**src/hdl/assert_macros.svh**
```systemverilog
// assertion helpers shared by the rtl
`ifndef ASSERT_MACROS_SVH
`define ASSERT_MACROS_SVH

// plain property check on the rising clock edge, disabled while in reset
`define ASSERT_CLK(label, clk, rst_n, prop) \
    label: assert property (@(posedge clk) disable iff (!rst_n) (prop)) \
        else $error("assertion failed");

// same-cycle implication
`define ASSERT_IMPL(label, clk, rst_n, ante, cons) \
    label: assert property (@(posedge clk) disable iff (!rst_n) (ante) |-> (cons)) \
        else $error("assertion failed");

// next-cycle implication
`define ASSERT_NEXT(label, clk, rst_n, ante, cons) \
    label: assert property (@(posedge clk) disable iff (!rst_n) (ante) |=> (cons)) \
        else $error("assertion failed");

`endif

```
**src/hdl/rfcc_pkg.sv**
```systemverilog
`timescale 1ns / 1ps

package rfcc_pkg;

    localparam int MAX_RADIUS  = 3;
    localparam int MAX_ROW     = 4096;
    localparam int SAMPLE_BITS = 16;

    localparam int NCH       = 3;
    localparam int WIN_DEPTH = 2 * MAX_RADIUS + 1;
    localparam int NUM_TAPS  = WIN_DEPTH;
    localparam int HW_BITS   = 2;
    localparam int TAP_BITS  = 16;
    localparam int FRAC_BITS = 14;
    localparam int PROD_BITS = SAMPLE_BITS + TAP_BITS;
    localparam int ACC_BITS  = PROD_BITS + $clog2(NUM_TAPS);
    localparam int COL_BITS  = ($clog2(MAX_ROW) > 0) ? $clog2(MAX_ROW) : 1;
    localparam int IDX_BITS  = 3;

    // register map
    localparam logic [IDX_BITS-1:0] CFG_HALF_WIDTH = 3'd0;
    localparam logic [IDX_BITS-1:0] CFG_TAP0       = 3'd1;
    localparam logic [IDX_BITS-1:0] CFG_TAP6       = 3'd7;

    typedef logic signed [SAMPLE_BITS-1:0] t_sample;
    typedef t_sample [NCH-1:0]             t_pixel;
    typedef t_pixel [WIN_DEPTH-1:0]        t_window;
    typedef logic signed [TAP_BITS-1:0]    t_tap;
    typedef t_tap [NUM_TAPS-1:0]           t_taps;

    typedef struct packed {
        logic [HW_BITS-1:0] half_width;
        t_taps              taps;
    } t_cfg;

    // a window state that owes one result
    typedef struct packed {
        logic vld;
        logic last;
    } t_emit;

endpackage

```
**src/hdl/rfcc_cfg.sv**
```systemverilog
`timescale 1ns / 1ps

module rfcc_cfg (
    input  logic                           i_clk,
    input  logic                           i_rst_n,
    input  logic                           i_cfg_valid,
    output logic                           o_cfg_ready,
    input  logic [rfcc_pkg::IDX_BITS-1:0]  i_cfg_index,
    input  logic [rfcc_pkg::TAP_BITS-1:0]  i_cfg_data,
    output rfcc_pkg::t_cfg                 o_cfg
);

    // unity on tap one, zero on every other tap
    localparam rfcc_pkg::t_taps TAPS_RESET =
        rfcc_pkg::t_taps'(1 << (rfcc_pkg::FRAC_BITS + rfcc_pkg::TAP_BITS));

    rfcc_pkg::t_cfg                 r_cfg;
    logic [rfcc_pkg::IDX_BITS-1:0]  tap_idx;

    assign o_cfg_ready = 1'b1;
    assign o_cfg       = r_cfg;
    assign tap_idx     = i_cfg_index - rfcc_pkg::CFG_TAP0;

    always_ff @(posedge i_clk) begin
        if (!i_rst_n) begin
            r_cfg.half_width <= rfcc_pkg::HW_BITS'(1);
            r_cfg.taps       <= TAPS_RESET;
        end else if (i_cfg_valid) begin
            unique case (i_cfg_index) inside
                rfcc_pkg::CFG_HALF_WIDTH: begin
                    r_cfg.half_width <= i_cfg_data[rfcc_pkg::HW_BITS-1:0];
                end
                [rfcc_pkg::CFG_TAP0:rfcc_pkg::CFG_TAP6]: begin
                    r_cfg.taps[tap_idx] <= i_cfg_data;
                end
                default: begin
                end
            endcase
        end
    end

endmodule

```
**config.mk**
```make
export PLATFORM = sky130hd
export DESIGN_NAME = rfcc_cfg
export DESIGN_NICKNAME = d
export VERILOG_FILES = /design/src/hdl/assert_macros.svh /design/src/hdl/rfcc_pkg.sv /design/src/hdl/rfcc_cfg.sv
export SDC_FILE = /design/constraint.sdc
export NUM_CORES = 1
export LEC_CHECK = 0
export ABC_CLOCK_PERIOD_IN_PS = 4350
export BUFFER_PORTS_ARGS = -buffer_cell sky130_fd_sc_hd__buf_4
export CAP_MARGIN = 25
export CORE_MARGIN = 8
export CORE_UTILIZATION = 54
export DETAILED_ROUTE_END_ITERATION = 12
export HOLD_SLACK_MARGIN = 0.05
export PLACE_DENSITY = 0.86
export REMOVE_ABC_BUFFERS = 1
export SYNTH_ARGS = -nofsm -noshare
export SYNTH_HDL_FRONTEND = slang
export SYNTH_SLANG_ARGS = --single-unit
```
**constraint.sdc**
```tcl
create_clock -name i_clk -period 4.35 [get_ports i_clk]
set_input_delay 0 -clock i_clk [delete_from_list [all_inputs] [get_ports i_clk]]
set_output_delay 0 -clock i_clk [all_outputs]
set_load 0.005 [all_outputs]
```
# After elaboration in Yosys (flattened, before gate mapping)
# Cells that the tools add are included.
# op_classes
add_sub_neg	1
muxes	3
n_reduce_logical	5
n_lt_le_gt_ge	4
# ops
operator	count
bitwise mux 112 bit	1
demux 16 bit (select 3 bit)	1
2-to-1 mux 16 bit	1
greater-or-equal comparator 3 x 1 -> 1 bit, second input constant	2
< comparator 3 x 4 -> 1 bit, second input constant	1
AND reduction 2 bit	2
<= comparator 3 bit, second input constant	1
logical NOT 3 bit	1
subtractor 3 x 1 -> 3 bit, second input constant	1
logical AND 1 bit	2
# totals
inputBits	22
out_inout_bits	115
regBits	114

# Depth between registers and ports, before layout
# logic_depth
word_depth	6
depth_mapped	7
depth_no_buf	5

# Worst setup path after synthesis
# OpenSTA, ideal clock, no wires.
# synth_path
kind	input port to flip-flop
startpoint	in i_cfg_index[1] (netlist bit)
endpoint	reg r_cfg (netlist bit o_cfg[21])
t_arrival_ns	1.258
cell_stages	6
required_time_ns	4.226
slack_ns	2.968
path_cell_list	inv_1 -> ha_1 -> clkbuf_1 -> nand4_2 -> buf_6 -> mux2i_1
# synth_via
elab_chain_len	6
word_cells_on_any_way	11
classes_between	add/sub: 1; order compare: 4; mux: 3; reduce/logical: 3
# synth_lines
item	line	text
start: declaration	rfcc_cfg.sv:8	input logic [rfcc_pkg::IDX_BITS-1:0] i_cfg_index,
subtractor 3 x 1 -> 3 bit	rfcc_cfg.sv:22	assign tap_idx = i_cfg_index - rfcc_pkg::CFG_TAP0;
< comparator 3 x 4 -> 1 bit (not written as such) or greater-or-equal comparator 3 x 1 -> 1 bit (tied branches)	rfcc_cfg.sv:34	r_cfg.taps[tap_idx] <= i_cfg_data;
logical AND 1 bit (not written as such)	rfcc_cfg.sv:34	
2-to-1 mux 16 bit (not written as such)	rfcc_cfg.sv:34	
demux 16 bit (select 3 bit)	rfcc_cfg.sv:34	
bitwise mux 112 bit	rfcc_cfg.sv:34	
end: declaration	rfcc_cfg.sv:17	rfcc_pkg::t_cfg r_cfg;
# Parallel ways exist; a longest one is shown, timed or not.
# A chain may end at the register's enable or synchronous reset.

# Final worst setup path
# layout_path
startpoint	in i_cfg_index[0] (netlist bit)
endpoint	reg r_cfg (netlist bit o_cfg[11])
# The elaborated chain is that of the path after synthesis.

==> summary.md <==
| Metric | Value |
|---|---|
| Outcome | `finished, final reports clean` |
| Tightest Pin Transition | `0.934 ns` |
| Die Y | `roughly 110 µm` |
| PostCTS Resize Cnt | `0` |
| Placed Area | `around 5300 µm²` |
| Clock Skews | `0 ns` |
| Seq cells post-synth | `between 100 and 150` |
| Largest register FFs | `about 110` |
| Dpl cells | `620` |
| Final Max Tran Viols | `0` |
| Fmax | `around 640 MHz` |
| DR pass1 iterations | `5` |
| Maxcap violations | `0` |
| Skew-Pair Late Insertion Delay | `approximately 0.5 ns` |
| Htree depth | `4` |
| Synth Warn # | `0` |
| Crit path kind | `in2reg` |
| FFs w/ async S/R, synth | `0` |
| Peak VDD IR | `approximately 0.33 mV` |
| Layout Nets | `a little under 600` |
| Drt wl/cell | `17.9 µm` |
| Cell taking the most area after synthesis | `dfxtp_1` |
| Full die area | `about 11000 µm²` |
| Drt drc | `0` |
| Flop2flop setup slack | `around 3.2 ns` |
| Fin util | `0.791` |
| Hold_sp | `i_cfg_index[0]` |
| Largest net degree at the start of global routing | `between 60 and 70` |
| Mapped Area | `4330 µm²` |
| Distinct cells, synth | `20` |
| Seq/Total Area, Yosys | `0.527` |
| Clock Path Buffers | `2` |
| Setup-failing EPs final | `0` |
| Setup ws final | `roughly 2.8 ns` |
| I/O pins | `approximately 140` |
| Pre-CTS setup slack | `2.22 ns` |
| Crit path launch type | `primary input` |
| Via density | `about 5` |
| GRT Overall Usage | `0.218` |
| Layout cells sized above 1 | `0.306` |
| Tmin final | `1.57 ns` |
| I/O Buffers | `about 140` |
| Detailed-placement wirelength estimate | `around 7700 µm` |
| TritonCTS clock tree | `yes` |
| Post-synth top area share | `0.527` |
| Overall Power | `~2.7 mW` |
| Setup_tns | `0 ns` |
| First-pass GRT wire length | `19400 µm` |
| RSZ-0062 raised after global routing | `false` |
| Total CTS buffers | `17` |
| FP Rows | `32` |
| DR vias | `3448` |
| Final WL | `12000 µm` |
| Cell Count, Final, Fillers Out | `approximately 670` |
| CP max FO | `16` |
| Critical path arrival | `1.97 ns` |
| P_leak | `roughly 3.1 nW` |
| Initial Utilization | `0.557` |
| Post-route clock period utilization | `0.361` |
| Core area | `about 7800 µm²` |
| # clock sinks | `114` |
| Count leader, synth | `nand2_1` |
| Ant. Diodes | `0` |
| Most used DFF post-synth | `dfxtp_1` |
| Vias in the first global route | `~3700` |
| Most frequent cells after synthesis | `nand2_1 (128), dfxtp_1 (114), mux2i_1 (114)` |
| Die W | `about 110 µm` |
| PwrDens | `about 440 nW/µm²` |
| Crit path from | `i_cfg_index[0]` |
| Total global routing overflow | `0` |
| Reg clk slew, reported paths | `around 0.060 ns` |
| Synth Area per Inst | `10.6 µm²` |
| Synth top area cells | `dfxtp_1 (53%), mux2i_1 (26%), nand2_1 (11%)` |
| Worst EP required | `between 4 and 5 ns` |
| Mapped Cells | `about 410` |
| Post-synth EDFFs | `0` |
| R2R Path Start | `o_cfg[113]$_SDFFE_PN0P_` |
| Area growth syn-to-layout | `42.0%` |
| CP Capture Type | `register` |
| Slew HR | `0.376` |
| Initial antenna violation count | `0` |
| Final hold violations | `0` |
| GP Congestion | `0.745` |
| Iteration-0 DRC count of the detailed router | `between 100 and 150` |
| Root Driver | `clkbuf_8` |
| Post-route ant nets | `0` |
| HP Class | `in2reg` |
| Hold WS | `about 0.24 ns` |
| Final instance area | `6150 µm²` |
cell families after synthesis:
logic type	count (synthesis)	share of synthesized area
buffers and inverters	29	0.0445
DFF	114	0.527
and+or+nand+nor	143	0.147
xor gates and xnor gates	2	0.00578
adders and majority gates	4	0.0116
other	1	0.000866
muxes	114	0.264
layer usage:
| layer | GRT usage | vias up | share of wire |
|---|---|---|---|
| met5 | 0 | - | 0 |
| met3 | 0.0834 | 17 | 0.067 |
| li1 | - | 1650 | - |
| met1 | 0.229 | 1671 | 0.40 |
| met2 | 0.389 | 110 | 0.52 |
| met4 | 0.0784 | 0 | 0.014 |
worst max-delay path, cell delays in order:
cell     delay, ns
buf_4         0.10
inv_1         0.06
ha_1          0.25
xnor2_1       0.35
nand4_2       0.77
mux2i_1       0.43
layout by cell type, fill, tap and decap left out:
cell type      instances
buf_4                135
nand2_1              128
mux2i_1              114
dfxtp_1              114
dlygate4sd3_1         19
clkbuf_16             16
nor2b_1                4
ha_1                   4
bufinv_16              4
clkbuf_8               3
clkinv_2               3
clkinvlp_4             3
buf_8                  3
inv_1                  2
nand3b_1               2
and4b_1                2
nand4_4                2
nand4_2                2
clkbuf_1               2
and2_0                 1
xnor2_1                1
or3_4                  1
xor2_2                 1
nand4b_1               1
conb_1                 1
buf_12                 1
worst paths after layout:
check	to	cells past startpoint
worst max-delay path	o_cfg[11]$_SDFFE_PN0P_	6
worst min-delay path	o_cfg[91]$_SDFFE_PN0P_	4
worst max register to register	o_cfg[113]$_SDFFE_PN0P_	3
worst min register to register	o_cfg[70]$_SDFFE_PN0P_	2
report_power, final:
part / internal, mW / switching (mW) / total [mW]
Sequential: 1.07 / 0.0154 / 1.09
Combinational: 0.0921 / 0.0983 / 0.190
Clock: 0.953 / 0.457 / 1.41
Total: 2.12 / 0.571 / 2.69
area by class of cell:
type,instances,area [µm²]
sequential,114,2280
multi-input combinational,264,1850
fill,471,1620
timing repair buffer,158,1270
clock buffer,21,449
clock inverter,10,158
tap,102,128
inverter,2,7.51
what timing repair did:
action	in CTS	in global routing
buffers inserted	0	0
hold buffers	19	0
hold endpoints to repair	114	0
Note: power is estimated with default switching activity, not from simulation.
