[src/hdl/assert_macros.svh]
// assertion helpers shared by the rtl
`ifndef ASSERT_MACROS_SVH
`define ASSERT_MACROS_SVH

// plain property check on the rising clock edge, disabled while in reset
`define ASSERT_CLK(label, clk, rst_n, prop) \
    label: assert property (@(posedge clk) disable iff (!rst_n) (prop)) \
        else $error("assertion failed");

// same-cycle implication
`define ASSERT_IMPL(label, clk, rst_n, ante, cons) \
    label: assert property (@(posedge clk) disable iff (!rst_n) (ante) |-> (cons)) \
        else $error("assertion failed");

// next-cycle implication
`define ASSERT_NEXT(label, clk, rst_n, ante, cons) \
    label: assert property (@(posedge clk) disable iff (!rst_n) (ante) |=> (cons)) \
        else $error("assertion failed");

`endif

[src/hdl/rfcc_pkg.sv]
`timescale 1ns / 1ps

package rfcc_pkg;

    localparam int MAX_RADIUS  = 3;
    localparam int MAX_ROW     = 4096;
    localparam int SAMPLE_BITS = 16;

    localparam int NCH       = 3;
    localparam int WIN_DEPTH = 2 * MAX_RADIUS + 1;
    localparam int NUM_TAPS  = WIN_DEPTH;
    localparam int HW_BITS   = 2;
    localparam int TAP_BITS  = 16;
    localparam int FRAC_BITS = 14;
    localparam int PROD_BITS = SAMPLE_BITS + TAP_BITS;
    localparam int ACC_BITS  = PROD_BITS + $clog2(NUM_TAPS);
    localparam int COL_BITS  = ($clog2(MAX_ROW) > 0) ? $clog2(MAX_ROW) : 1;
    localparam int IDX_BITS  = 3;

    // register map
    localparam logic [IDX_BITS-1:0] CFG_HALF_WIDTH = 3'd0;
    localparam logic [IDX_BITS-1:0] CFG_TAP0       = 3'd1;
    localparam logic [IDX_BITS-1:0] CFG_TAP6       = 3'd7;

    typedef logic signed [SAMPLE_BITS-1:0] t_sample;
    typedef t_sample [NCH-1:0]             t_pixel;
    typedef t_pixel [WIN_DEPTH-1:0]        t_window;
    typedef logic signed [TAP_BITS-1:0]    t_tap;
    typedef t_tap [NUM_TAPS-1:0]           t_taps;

    typedef struct packed {
        logic [HW_BITS-1:0] half_width;
        t_taps              taps;
    } t_cfg;

    // a window state that owes one result
    typedef struct packed {
        logic vld;
        logic last;
    } t_emit;

endpackage

[src/hdl/rfcc_window.sv]
`timescale 1ns / 1ps

module rfcc_window (
    input  logic                           i_clk,
    input  logic                           i_rst_n,
    input  logic                           i_valid,
    output logic                           o_stall,
    input  rfcc_pkg::t_pixel               i_pixel,
    input  logic                           i_row_end,
    input  logic [rfcc_pkg::HW_BITS-1:0]   i_half_width,
    input  logic                           i_take,
    output rfcc_pkg::t_emit                o_emit,
    output rfcc_pkg::t_window              o_window
);

    rfcc_pkg::t_window              r_win,     n_win;
    rfcc_pkg::t_emit                r_emit,    n_emit;
    logic [rfcc_pkg::COL_BITS-1:0]  r_col,     n_col;
    // flush step in progress, zero when not flushing
    logic [rfcc_pkg::HW_BITS-1:0]   r_fl_e,    n_fl_e;
    // column at row end, clamped to the radius range
    logic [rfcc_pkg::HW_BITS-1:0]   r_fl_base, n_fl_base;

    logic step_ok;
    logic flushing;
    logic in_acc;

    assign step_ok  = !r_emit.vld || i_take;
    assign flushing = (r_fl_e != '0);
    assign in_acc   = i_valid && step_ok && !flushing;
    assign o_stall  = !step_ok || flushing;
    assign o_emit   = r_emit;
    assign o_window = r_win;

    always_comb begin
        n_win     = r_win;
        n_emit    = r_emit;
        n_col     = r_col;
        n_fl_e    = r_fl_e;
        n_fl_base = r_fl_base;
        if (step_ok) begin
            n_emit.vld  = 1'b0;
            n_emit.last = 1'b0;
        end
        if (step_ok && flushing) begin
            // clamp to edge on the right: repeat the newest pixel
            n_win[0] = r_win[0];
            for (int k = 1; k < rfcc_pkg::WIN_DEPTH; k++) begin
                n_win[k] = r_win[k-1];
            end
            n_emit.vld  = ({1'b0, r_fl_base} + {1'b0, r_fl_e}) >= {1'b0, i_half_width};
            n_emit.last = (r_fl_e == i_half_width);
            n_fl_e      = (r_fl_e == i_half_width) ? '0 : r_fl_e + 1'b1;
        end else if (in_acc) begin
            if (r_col == '0) begin
                // clamp to edge on the left: first pixel fills the window
                for (int k = 0; k < rfcc_pkg::WIN_DEPTH; k++) begin
                    n_win[k] = i_pixel;
                end
            end else begin
                n_win[0] = i_pixel;
                for (int k = 1; k < rfcc_pkg::WIN_DEPTH; k++) begin
                    n_win[k] = r_win[k-1];
                end
            end
            n_emit.vld  = 32'(r_col) >= 32'(i_half_width);
            n_emit.last = i_row_end && (i_half_width == '0);
            if (i_row_end) begin
                n_col = '0;
                if (i_half_width != '0) begin
                    n_fl_e    = rfcc_pkg::HW_BITS'(1);
                    n_fl_base = (32'(r_col) >= rfcc_pkg::MAX_RADIUS)
                              ? rfcc_pkg::HW_BITS'(rfcc_pkg::MAX_RADIUS)
                              : r_col[rfcc_pkg::HW_BITS-1:0];
                end
            end else if (32'(r_col) < rfcc_pkg::MAX_ROW - 1) begin
                n_col = r_col + 1'b1;
            end
        end
    end

    always_ff @(posedge i_clk) begin
        if (!i_rst_n) begin
            r_emit <= '0;
            r_col  <= '0;
            r_fl_e <= '0;
        end else begin
            r_emit <= n_emit;
            r_col  <= n_col;
            r_fl_e <= n_fl_e;
        end
    end

    always_ff @(posedge i_clk) begin
        r_win     <= n_win;
        r_fl_base <= n_fl_base;
    end

endmodule

[config.mk]
export PLATFORM = sky130hd
export DESIGN_NAME = rfcc_window
export DESIGN_NICKNAME = d
export VERILOG_FILES = /design/src/hdl/assert_macros.svh /design/src/hdl/rfcc_pkg.sv /design/src/hdl/rfcc_window.sv
export SDC_FILE = /design/constraint.sdc
export NUM_CORES = 1
export LEC_CHECK = 0
export ABC_AREA = 1
export BUFFER_PORTS_ARGS = -buffer_cell sky130_fd_sc_hd__buf_2
export CELL_PAD_IN_SITES_DETAIL_PLACEMENT = 1
export CELL_PAD_IN_SITES_GLOBAL_PLACEMENT = 1
export CORE_ASPECT_RATIO = 0.5
export CORE_UTILIZATION = 38
export CTS_BUF_LIST = sky130_fd_sc_hd__clkbuf_4 sky130_fd_sc_hd__clkbuf_8
export CTS_CLUSTER_DIAMETER = 60
export DETAILED_ROUTE_END_ITERATION = 7
export GPL_TIMING_DRIVEN = 1
export MAX_ROUTING_LAYER = met4
export PLACE_DENSITY_LB_ADDON = 0.2
export REMOVE_ABC_BUFFERS = 1
export SETUP_SLACK_MARGIN = 0.3
export SLEW_MARGIN = 20
export SYNTH_ARGS = -nofsm -noshare
export SYNTH_HDL_FRONTEND = slang
export SYNTH_SLANG_ARGS = --single-unit
[constraint.sdc]
create_clock -name i_clk -period 11.2 [get_ports i_clk]
set_input_delay 2.24 -clock i_clk [delete_from_list [all_inputs] [get_ports i_clk]]
set_output_delay 2.24 -clock i_clk [all_outputs]
set_load 0.02 [all_outputs]
# --- Word-level counts from Yosys, hierarchy flattened ---
# Cells that the tools add are included.
word_totals:
  reg_bits: 354
  latchBits: 0
  ram_bits: 0
  romBits: 0
  word_cells: 70
  memories: 0
classes:
  addsub: 3
  multipliers: 0
  div_mod_pow: 0
  n_lt_le_gt_ge: 4
  eq_ne: 1
  shifts: 0
  n_mux: 13
  bitwise_logic: 1
  n_reduce_logical: 22
ops:
  columns: ["cell", "n"]
  rows:
  - ["2-to-1 mux 336 bit", 3]
  - ["2-to-1 mux 12 bit", 2]
  - ["2-to-1 mux 2 bit", 8]
  - ["adder 12 x 1 -> 12 bit, second input constant", 1]
  - [">= comparator 12 x 2 -> 1 bit", 1]
  - [">= comparator 12 x 2 -> 1 bit, second input constant", 1]
  - ["logical NOT 12 bit", 1]
  - ["< comparator 12 bit, second input constant", 1]
  - ["nonzero test 2 bit", 6]
  - ["AND reduction 3 bit", 2]
  - ["logical AND 1 bit", 4]
  - ["AND reduction 4 bit", 1]
  - ["adder 2 x 2 -> 3 bit", 1]
  - [">= comparator 3 x 2 -> 1 bit", 1]
  - ["logical NOT 1 bit", 3]
  - ["nonzero test 3 bit", 1]
  - ["adder 2 x 1 -> 2 bit, second input constant", 1]
  - ["equality test 2 bit", 1]
  - ["logical NOT 2 bit", 1]
  - ["logical OR 1 bit", 2]
  - ["AND reduction 2 bit", 1]
  - ["inverter 1 bit", 1]

# --- Longest topological paths before layout ---
logic_depth:
  depth_word: 6
  ltp_mapped: 11
  depth_no_buf: 9

# --- Least setup slack after synthesis ---
# OpenSTA, ideal clock, no wires.
synth_timing:
  kind: "input to register"
  start: "in i_take"
  end: "reg r_win, in the netlist o_window[100] (enable)"
  setup_time_ps: 639
  t_arrival_ps: 9910
  path_slack_ps: 652
  path_stages: 8
  n_path_buf: 2
  path_cell_list: "inv_1 nand2_1 nand3_1 inv_1 buf_2 buf_1 nor2_1 inv_1"
synth_between:
  elab_chain_len: 4
synth_rtl:
  columns: ["item", "line", "text"]
  rows:
  - ["start: declaration", "rfcc_window.sv:11", "input logic i_take,"]
  - ["logical OR 1 bit *", "rfcc_window.sv:28", "assign step_ok = !r_emit.vld || i_take;"]
  - ["logical AND 1 bit (2 in a row)", "rfcc_window.sv:30", "assign in_acc = i_valid && step_ok && !flushing;"]
  - ["nonzero test 2 bit (no source line) *", null, null]
  - ["end signal: assignment", "rfcc_window.sv:95", "r_win <= n_win;"]
  - ["end: declaration", "rfcc_window.sv:16", "rfcc_pkg::t_window r_win, n_win;"]
# Every way passes the cells marked *; elsewhere a longest branch is shown, timed or not.
# A chain may end at the register's enable or synchronous reset.

# --- Worst setup path in the final report ---
layout_timing:
  start: "in i_take"
  end: "reg r_win, in the netlist o_window[150] (enable)"
# Same word-level chain as after synthesis.

==> summary.txt <==
Status
  – Run status: complete, no violations

Layout
  – Area grow syn2layout: 19.44%
  – Design area: 0.02117 mm^2
  – Layout cells sized above 1: 20.87%
  – Final Core Density: 46.39%
  – Nets: 2535
  – Filler cells: 5631

Power and ir drop
  – Clock power share: 15.1%
  – Net Sw Frac: 47.28%
  – Internal power: 3861 uW
  – Reg power frac: 38.7%
  – P_leak: 0.01057 uW
  – Power per Cell Area: 346.1 mW/mm^2
  – Comb pwr share: 46.2%
  – Net Switching: 3464 uW
  – VDD IR max: 0.3162 mV

Floorplan
  – I/O pin cnt: 394
  – Die width: 307.4 um
  – Core Area: 0.04563 mm^2
  – Initial Util: 38.84%
  – Cell row count: 55
  – Die Height: 154.7 um
  – Die Footprint: 0.04755 mm^2

Timing
  – RSZ-0062 raised after global routing: no
  – Min Tclk post-route: 5.074 ns
  – Slew headroom: 25.14%
  – Fin. Hold Viols: 0
  – Crit share post-route: 45.30%
  – Final Max Slew Viols: 0
  – Setup-failing EPs final: 0
  – Clock Skews: 0.01953 ns
  – Worst slew pin tran: 1.123 ns
  – Worst hold margin: 0.5328 ns
  – Final worst slack: 6.126 ns
  – Fmax: 0.1971 GHz

Synthesis
  – Most frequent cells after synthesis: nand2_1, edfxtp_1, buf_2
  – Synth area leader: edfxtp_1
  – Yosys warning total: 0
  – Share of the synthesized area in the top cell type: 57.28%
  – Cell count after synthesis: 2116
  – Yosys cell types: 32
  – Top FF cell, synth: edfxtp_1
  – FFs w/ async S/R, synth: 0%
  – Number of synthesized flops with an enable pin: 338
  – Dominant cells by area after synthesis: edfxtp_1, nand2_1, nand3_4
  – FF+latch count, synth: 354
  – Synthesized cell area: 0.01772 mm^2
  – Avg Inst Size Synth: 8.375 um^2
  – Count leader, synth: nand2_1
  – Post-synthesis sequential area ratio: 59.08%

Worst setup path
  – Critical Path AT: 5.30 ns
  – CP Data Required Time: 11.42 ns
  – Critical path startpoint category: input port
  – Reg2Reg Launch Point: r_fl_e[0]
  – Crit path kind: input port to flip-flop
  – Crit end category: flip-flop
  – Critical Path Fanout Max: 131
  – Critical path startpoint: i_take

Clock tree
  – CTS Sinks: 354
  – Hold buffer count at cts: 0
  – Max Root-Sink Buffers: 3
  – CTS tree: done
  – H-tree depth: 2
  – Clock latency on the worst-skew pair: 0.61 ns
  – Root Driver: clkbuf_8
  – Reg clk slew, reported paths: 0.06 ns
  – Post-CTS sizing: 0
  – Inserted Clock Buffers: 53
  – Post-CTS setup buffer count: 0

Detailed routing
  – Via density: 4.816
  – DR iter-0 viols: 942
  – DRT Wirelength: 54280 um
  – DRC viols: 0
  – First-pass detailed-route iteration total: 5
  – Vias: 15150
  – Routed Antenna Nets: 0
  – WL/cell: 17.26 um

Placement
  – Post-placement cell area: 0.02009 mm^2
  – Final RePlAce weighted congestion: 0.8018
  – Half-perimeter wire length after placement: 34900 um
  – Pre-CTS WS: 5.464 ns
  – I/O Buffers: 393

Global routing
  – First-pass GRT wire length: 84420 um
  – Vias in the first global route: 15010
  – Initial antenna violation count: 2
  – Pin count of the biggest net entering global routing: 200
  – Total congestion overflow: 0
  – GR Util All Layers: 23.06%

Min path
  – HP Class: flip-flop to flip-flop
  – Min-delay src: r_col[2]

Flow run
  – Max Cap Viol: 0
## kinds of logic after synthesis
logic type / share of synthesized area, %
simple gates: 35.88
flops: 59.08
buf+inv: 3.672
compound gates: 0.4942
fa+ha+maj: 0.6778
xor+xnor: 0.1977
## final timing paths
path	endpoint	slack, ns	cells after the start
max	o_window[150]	6.13	8
min	r_col[2]	0.53	2
max reg2reg	o_window[150]	7.22	7
min reg2reg	r_col[2]	0.53	2
## cell type report
type                            instances  area (um^2)  share of cell area [%]
Tap cell                              627        784.5                   3.707
Timing Repair Buffer                  406         2077                   9.813
Sequential cell                       354        10470                   49.47
Antenna cell                            2        5.005                 0.02365
Inverter                               33        141.4                  0.6680
Clock buffer                           81        964.7                   4.558
Multi-Input combinational cell       1623         6616                   31.26
Clock inverter                         19        106.4                  0.5025
## worst max-delay path, cell delays in order
cell and delay [ns]:
buf_2 0.08, inv_1 0.03, nand2_1 0.10, nand3_1 0.22, inv_8 0.54, nor2_1 0.24
inv_8 0.64, buf_4 0.87
## power by group through the flow
stage | sequential, uW | combinational (uW) | clock, uW
floorplan | 3650 | 1700 | 0
global placement | 2840 | 3360 | 0
detailed placement | 2870 | 3440 | 0
CTS | 2850 | 3440 | 1140
global route | 2920 | 3730 | 1200
finish | 2840 | 3380 | 1110
## flip-flops by register name, summed over array words and instances (netlist names)
register	flops
r_fl_e	2
r_col	12
o_window	336
r_fl_base	2
o_emit	2
## placed cells by master, fill, tap and decap left out, drive strengths merged, types with 2 or more instances in the layout
cell,synthesis,routed
nand2,1486,1486
buf,66,406
edfxtp,338,338
clkbuf,40,81
nand3,64,64
nor2,36,36
inv,33,33
clkinv,0,17
dfxtp,16,16
a21oi,9,9
ha,8,8
o21ai,7,7
xnor2,3,3
nand4,3,3
diode,0,2
nor3,2,2
## per-stage QoR
stage	total power [uW]	TNS, ns	std cells
2_1_floorplan	5344	-1951.39	2010
3_3_place_gp	6200	0	3043
3_5_place_dp	6304	0	3043
4_1_cts	7434	0	3143
5_1_grt	7842	0	3145
6_report	7325	0	3145
## routing by layer
metal	global-route usage, %	up-vias	share of wire (%)
li1	-	7427	-
met1	27.95	7360	42
met2	39.45	252	52
met3	3.453	107	3.2
met4	7.771	0	3.2
met5	-	-	0
(Power assumes the default switching activity.)
